--- src/rtl/tpc_pkg.sv ---
// ----------------------------------------------------------------------------
// tpc_pkg
// Shared types, constants and helpers for the triangle plane clipper.
// ----------------------------------------------------------------------------
package tpc_pkg;

   localparam int unsigned CoordWidth = 32;
   localparam int unsigned DistWidth  = 64;
   localparam int unsigned WeightWidth = 16;
   localparam int unsigned DivSteps   = 16;

   localparam logic signed [DistWidth-1:0] FarEnough = 64'sd42926080;
   localparam logic signed [DistWidth-1:0] NearBelow = -64'sd65536;

   typedef logic signed [CoordWidth-1:0] coord_type;
   typedef logic signed [DistWidth-1:0] dist_type;

   typedef struct packed {
      coord_type x;
      coord_type y;
      coord_type z;
   } vec_type;

   typedef struct packed {
      vec_type n;
      vec_type v0;
      vec_type v1;
      vec_type v2;
   } tri_type;

   typedef struct packed {
      coord_type  vert_x;
      coord_type  vert_y;
      coord_type  vert_z;
      logic [2:0] vertex_count;
      logic [1:0] vertex_slot;
      logic       present;
      logic       last;
   } vert_type;

   typedef enum logic [1:0] {
      MODE_EMPTY = 2'd0,
      MODE_PASS  = 2'd1,
      MODE_QUAD  = 2'd2,
      MODE_TRI   = 2'd3
   } mode_type;

   function automatic dist_type add_sat(input dist_type a, input dist_type b);
      dist_type s;
      s = a + b;
      if (a[DistWidth-1] == b[DistWidth-1] && s[DistWidth-1] != a[DistWidth-1]) begin
         s = a[DistWidth-1] ? {1'b1, {(DistWidth-1){1'b0}}} : {1'b0, {(DistWidth-1){1'b1}}};
      end
      return s;
   endfunction

endpackage

--- src/rtl/tpc_div.sv ---
// ----------------------------------------------------------------------------
// tpc_div
// Pipelined restoring divider, one quotient bit per stage.
// ----------------------------------------------------------------------------
module tpc_div (
   input  logic                                clock,
   input  logic                                enable,
   input  tpc_pkg::dist_type                   da,
   input  tpc_pkg::dist_type                   db,
   output logic [tpc_pkg::WeightWidth-1:0]     w
);
   import tpc_pkg::*;

   logic [DistWidth-1:0]   r_ff   [DivSteps+1];
   logic [DistWidth-1:0]   den_ff [DivSteps+1];
   logic [WeightWidth-1:0] q_ff   [DivSteps+1];

   always_ff @(posedge clock) begin
      if (enable) begin
         r_ff[0]   <= da;
         den_ff[0] <= da - db;
         q_ff[0]   <= '0;
         for (int i = 0; i < DivSteps; i++) begin
            logic [DistWidth-1:0] rs;
            rs = {r_ff[i][DistWidth-2:0], 1'b0};
            den_ff[i+1] <= den_ff[i];
            if (r_ff[i][DistWidth-1] || rs >= den_ff[i]) begin
               r_ff[i+1] <= rs - den_ff[i];
               q_ff[i+1] <= {q_ff[i][WeightWidth-2:0], 1'b1};
            end else begin
               r_ff[i+1] <= rs;
               q_ff[i+1] <= {q_ff[i][WeightWidth-2:0], 1'b0};
            end
         end
      end
   end

   assign w = q_ff[DivSteps];
endmodule

--- config.mk ---
export PLATFORM = sky130hd
export DESIGN_NAME = tpc_div
export DESIGN_NICKNAME = d
export VERILOG_FILES = /design/src/rtl/tpc_pkg.sv /design/src/rtl/tpc_div.sv
export SDC_FILE = /design/constraint.sdc
export NUM_CORES = 2
export LEC_CHECK = 0
export ABC_CLOCK_PERIOD_IN_PS = 4570
export BUFFER_PORTS_ARGS = -buffer_cell sky130_fd_sc_hd__buf_2
export CORE_MARGIN = 2
export CORE_UTILIZATION = 45
export DETAILED_ROUTE_END_ITERATION = 10
export SETUP_SLACK_MARGIN = 0.4
export SYNTH_ARGS = -nofsm -noshare
export SYNTH_HDL_FRONTEND = slang
export SYNTH_SLANG_ARGS = --single-unit
--- constraint.sdc ---
create_clock -name clock -period 4.57 [get_ports clock]
set_clock_uncertainty 0.15 [all_clocks]
set_input_delay 1.371 -clock clock [delete_from_list [all_inputs] [get_ports clock]]
set_output_delay 1.371 -clock clock [all_outputs]
set_load 0.05 [all_outputs]
# Word-level counts from Yosys, hierarchy flattened
# Memories as Yosys holds them, arrays and structs flattened.
# Index checks and enable logic that the tools add are counted.
word_totals:
  out_inout_bits: 16
  ramBits: 2448
  register_bits: 0
  mem_count: 3
  elab_cells: 214
  in_bits: 130
op_classes:
  n_addsub: 17
  n_mux: 130
  bitwise: 32
  n_reduce_logical: 16
  magnitude_cmp: 16
memory_table:
  columns: ["memory", "words", "width", "rd", "rd_clocked_by_memory_dff", "wr", "line_no", "text"]
  rows:
  - ["den_ff", 17, 64, 16, 0, 17, "tpc_div.sv:15", "logic [DistWidth-1:0] den_ff [DivSteps+1];"]
  - ["r_ff", 17, 64, 16, 0, 17, "tpc_div.sv:14", "logic [DistWidth-1:0] r_ff [DivSteps+1];"]
  - ["q_ff", 17, 16, 17, 0, 17, "tpc_div.sv:16", "logic [WeightWidth-1:0] q_ff [DivSteps+1];"]
op_table:
  columns: ["op", "count"]
  rows:
  - ["64-bit subtractor", 17]
  - ["64-bit >= comparator", 16]
  - ["64-bit 2-to-1 mux", 16]
  - ["16-bit 2-to-1 mux", 16]
  - ["1-bit 2-to-1 mux", 98]
  - ["1-bit bitwise OR", 32]
  - ["1-bit logical OR", 16]

# Longest topological paths before layout
logic_depth:
  depth_word: 6
  mapped_depth: 18
  depth_no_buf: 15

# Worst setup path after synthesis
# Ideal clock, no wire load.
synth_timing:
  path_type: "input to register"
  startpoint: "input enable"
  endpoint: "memory q_ff[10][0] (enable)"
  path_slack_ns: -0.254
  required_time_ns: 3.962
  path_buffers: 4
  setup_ns: 0.458
  cell_stages: 4
  arrival_time_ns: 4.216
  path_cell_list: "clkbuf_1 clkbuf_1 clkbuf_1 clkbuf_1"
synth_lines:
  columns: ["element", "line_no", "text"]
  rows:
  - ["start: declaration", "tpc_div.sv:7", "input logic enable,"]
  - ["end: declaration", "tpc_div.sv:16", null]

==> summary.txt <==
Power
  – Combinational share of power: 0.541
  – Peak supply drop: around 0.33 mV
  – Leakage: ~69 nW
  – Power density normalized to cell area: 721 mW/mm^2
  – Cell-internal power: 0.0717 W
  – Part of the total power dissipated in the clock network: 0.172
  – Net switching power: between 0.04 and 0.05 W
  – Sw frac: 0.396
  – Total Power Consumption: 0.119 W
  – Portion of total power attributed to sequential cells: 0.288

Placement
  – Placer congestion estimate: between 0.9 and 1
  – # port buffers: roughly 150
  – Hpwl dp: 276000 um

Floorplanning
  – Initial cell density of the core: 0.453
  – Overall die area: approximately 0.32 mm^2
  – Horizontal extent of the die: 562 um
  – Placeable core area: 0.309 mm^2
  – Number of rows in the core area: 204
  – Die extent in y: 562 um
  – Number of primary I/O pins: about 150

Critical path
  – Data required time of the worst path: 5.03 ns
  – Setup crit start kind: flip-flop
  – Arrival time at the worst endpoint: 4.74 ns
  – CP Capture Type: flip-flop
  – Crit-path max FO: 8
  – Class of the most critical setup path: reg -> reg
  – Largest stage delay on the critical path: 0.41 ns
  – Cell-by-cell trace of the critical path: buf_6 > fa_2 > nor2b_2 > o21bai_1 > a21bo_2 > a21oi_2 > nand2b_4 > a21o_1 > o21ai_2 > a21oi_2 > buf_4 > o21ai_2 > buf_6 > a2111oi_4 > buf_4 > o21ai_4 > buf_12 > buf_12 > buf_16 > mux2_2
  – Slowest library cell on the worst path: sky130_fd_sc_hd__edfxtp_1

Timing
  – Minimum hold slack: roughly 0.25 ns
  – Tightest Pin Transition: 0.882 ns
  – Ratio of final minimum period to clock period: 0.935
  – Max-Slew Margin vs Limit: 0.412
  – Number of hold violations in the final report: 0
  – Achievable frequency: 234 MHz
  – Setup-violating endpoint count in the final report: 0
  – Number of pins with negative max-slew slack in the final report: 0
  – Time the final worst path needs with I/O delays and setup: approximately 4.3 ns
  – RSZ-0062 raised after global routing: true

Synthesis
  – Netlist area before placement: 0.140 mm^2
  – Syn Nets: 15300
  – Fraction of registers with async set/reset: 0
  – Biggest area contributors in the synthesized netlist: sky130_fd_sc_hd__edfxtp_1, sky130_fd_sc_hd__ha_1, sky130_fd_sc_hd__a21oi_1, sky130_fd_sc_hd__a21o_1, sky130_fd_sc_hd__o21ai_0
  – Cell type with the largest total area after synthesis: sky130_fd_sc_hd__edfxtp_1
  – Share of Yosys cell area claimed by the top area cell type: 0.468
  – Primary flip-flop cell chosen by synthesis mapping: sky130_fd_sc_hd__edfxtp_1
  – Unique masters post-synth: 97
  – Number of flip-flops and latches in the synthesized netlist: 2184
  – Seq/Total Area, Yosys: 0.468
  – Number of enable flip-flop cells after synthesis: 2183
  – Syn. warnings: 0
  – Average instance area after synthesis: 9.98 um^2
  – Post-Synthesis Cells: 14000

Global route
  – Overall routing resource usage: 0.219
  – Number of antenna violations at the first check in global routing: 2
  – Wire length of the first global-routing pass: about 550000 um
  – Met3 global-route usage: 0.0224
  – Largest net degree at the start of global routing: 171
  – Met1 capacity usage during global routing: 0.239
  – GRT met2 Usage: 0.409
  – Layer with the highest usage: met2
  – Number of global-route vias before repair: 105000
  – Remaining global-route overflow: 0

Layout
  – Area overhead of the layout relative to synthesis: 17.6%
  – Filler cells: 28000
  – Share of layout cells above drive strength 1: 0.159
  – Number of nets in the layout: 16200

Routing
  – Detailed Route WL: 363000 um
  – Post-route ant nets: 0
  – DRC Markers: 0
  – Routed wire per std cell: 18.9 um
  – Number of DRC markers in iteration 0: slightly above 6000
  – Vias/cell: 5.40
  – DR vias: slightly above 100k
  – Initial DRT Pass Iterations: 6

Clock tree
  – Sinks on Clock Net: 2184
  – Number of buffers created by CTS: around 260
  – Clock tree from TritonCTS: built
  – Maximum number of buffers from clock root to sink: 4
  – Root buffer cell: sky130_fd_sc_hd__clkbuf_16
  – Clock insertion delay at the later pin of the skew report: just under 0.9 ns
  – H-tree depth reported by CTS: 5
  – Clock transition at path regs: 0.05 ns

Status
  – Run status: finished clean

Job
  – Max-capacitance violation count: 0

Min path
  – Type of the tightest min-delay check: reg -> reg
[area by class of cell]
cell class	instances	area, um^2	share of cell area
inverter	1350	5080	0.0308
clock buffer	316	6930	0.0420
multi-input combinational	9895	70000	0.425
sequential	2184	65600	0.398
tap	4120	5150	0.0313
antenna	3	7.51	0.0000456
timing repair buffer	1246	10600	0.0642
clock inverter	139	1440	0.00874
[critical path: cells and delay by family, from the launching register on]
family	cells	cell delay, ns
buffers and inverters	7	1.08
AO/OA/AOI/OAI	9	1.38
multiplexers	1	0.29
adder cells (fa/ha/maj)	1	0.39
AND/OR/NAND/NOR	2	0.26
flip-flops	1	0.41
[per-stage QoR]
stage	TNS (ns)	util	setup slack (ns)	instance area [um^2]	instances
3_3_place_gp	-11.90	0.489	-0.627	151000	18600
3_5_place_dp	-10.45	0.489	-0.653	151000	18600
4_1_cts	0	0.521	0.273	161000	19100
5_1_grt	0	0.533	0.179	165000	19300
6_report	0	0.533	0.298	165000	19300
2_1_floorplan	-3.95	-	-0.0402	140000	14000
[final timing paths]
check                                               from                      to  slack, ns  cells past startpoint
worst min-delay path                q_ff[6][2]$_DFFE_PP_    q_ff[7][3]$_DFFE_PP_       0.25                      0
worst max register to register  den_ff[0][769]$_DFFE_PP_  r_ff[13][20]$_DFFE_PP_       0.30                     20
worst max-delay path            den_ff[0][769]$_DFFE_PP_  r_ff[13][20]$_DFFE_PP_       0.30                     20
worst min register to register      q_ff[6][2]$_DFFE_PP_    q_ff[7][3]$_DFFE_PP_       0.25                      0
[cell usage after synthesis (all sizes together) (17+ instances only)]
| cell type | n |
|---|---|
| a31oi | 121 |
| a2111oi | 18 |
| and4 | 31 |
| nor2 | 810 |
| xor2 | 400 |
| a221o | 29 |
| edfxtp | 2183 |
| or2 | 33 |
| or3 | 42 |
| o22ai | 17 |
| mux2 | 278 |
| o21bai | 174 |
| clkbuf | 513 |
| nor4 | 44 |
| a31o | 18 |
| ha | 1086 |
| a211oi | 79 |
| and3 | 109 |
| a21o | 708 |
| o21a | 151 |
| o31a | 36 |
| a221oi | 27 |
| xnor2 | 544 |
| o41ai | 19 |
| and2 | 73 |
| o211ai | 53 |
| a211o | 20 |
| nor3 | 144 |
| nand2b | 117 |
| a21oi | 1413 |
| nor2b | 129 |
| o31ai | 86 |
| o21ai | 1047 |
| inv | 1350 |
| nand2 | 1206 |
| nand4 | 307 |
| a41oi | 20 |
| nand3 | 215 |
| buf | 104 |
| a21boi | 65 |
[routing by layer]
metal  vias to the layer above  wire [um]
li1                      52800          -
met1                     48200     140000
met2                      2085     187000
met3                       937      10500
met4                         0      25700
met5                         -          0
[power groups by stage]
stage | logic, W | registers, W | clock network, W
after floorplan | 0.0423 | 0.0329 | 0
after global placement | 0.0594 | 0.0343 | 0
after detailed placement | 0.0594 | 0.0343 | 0
after CTS | 0.0610 | 0.0340 | 0.0210
after global routing | 0.0706 | 0.0348 | 0.0217
final | 0.0642 | 0.0342 | 0.0204
[sequential cells by signal (all words and copies together) (netlist names)]
signal,cells
r_ff,1024
q_ff,136
den_ff,1024
[placed cells by master (no fill, tap or decap), types with 36 or more instances in the layout]
cell | synthesis | layout
sky130_fd_sc_hd__clkbuf_1 | 512 | 46
sky130_fd_sc_hd__clkinv_1 | 0 | 50
sky130_fd_sc_hd__o21a_1 | 151 | 149
sky130_fd_sc_hd__o21ai_0 | 1020 | 968
sky130_fd_sc_hd__nand4_1 | 307 | 307
sky130_fd_sc_hd__o31a_1 | 36 | 36
sky130_fd_sc_hd__a31oi_1 | 121 | 102
sky130_fd_sc_hd__edfxtp_1 | 2183 | 2183
sky130_fd_sc_hd__a21o_1 | 708 | 706
sky130_fd_sc_hd__nor3_1 | 144 | 135
sky130_fd_sc_hd__nor4_1 | 44 | 37
sky130_fd_sc_hd__inv_1 | 1349 | 1335
sky130_fd_sc_hd__mux2_2 | 274 | 270
sky130_fd_sc_hd__clkbuf_16 | 0 | 289
sky130_fd_sc_hd__ha_4 | 0 | 38
sky130_fd_sc_hd__o21ai_1 | 24 | 50
sky130_fd_sc_hd__a211oi_1 | 78 | 63
sky130_fd_sc_hd__buf_6 | 1 | 47
sky130_fd_sc_hd__a21oi_2 | 1 | 79
sky130_fd_sc_hd__nand2b_1 | 117 | 114
sky130_fd_sc_hd__nand2_1 | 1206 | 1203
sky130_fd_sc_hd__buf_2 | 62 | 144
sky130_fd_sc_hd__nor2b_1 | 129 | 119
sky130_fd_sc_hd__buf_4 | 4 | 955
sky130_fd_sc_hd__ha_1 | 1086 | 1034
sky130_fd_sc_hd__and3_1 | 109 | 109
sky130_fd_sc_hd__or3_1 | 42 | 38
sky130_fd_sc_hd__nor2_4 | 0 | 44
sky130_fd_sc_hd__nor2_1 | 810 | 740
sky130_fd_sc_hd__xor2_1 | 400 | 400
sky130_fd_sc_hd__and2_1 | 73 | 68
sky130_fd_sc_hd__a21oi_1 | 1412 | 1324
sky130_fd_sc_hd__a21boi_0 | 61 | 51
sky130_fd_sc_hd__xnor2_1 | 544 | 543
sky130_fd_sc_hd__o21bai_1 | 174 | 169
sky130_fd_sc_hd__nand3_1 | 215 | 209
sky130_fd_sc_hd__o211ai_1 | 53 | 53
sky130_fd_sc_hd__o31ai_1 | 81 | 64
sky130_fd_sc_hd__buf_12 | 0 | 55
[cells by family after synthesis]
group	after synthesis	share of synthesized area
compound gates	4239	0.187
simple gates	3317	0.110
flops	2184	0.468
buf+inv	1967	0.0534
fa+ha+maj	1102	0.0993
xor+xnor	944	0.0590
mux	291	0.0233
[what timing repair did]
item | in CTS | in global routing
gates resized for setup | 153 | 542
hold endpoints to repair | 0 | 0
setup buffers | 29 | 94
endpoints found under the setup margin | 637 | 805
hold buffers | 0 | 0
gates cloned | 11 | 30
pin swaps | 54 | 139
No activity file was read; power rests on OpenSTA's default activity.
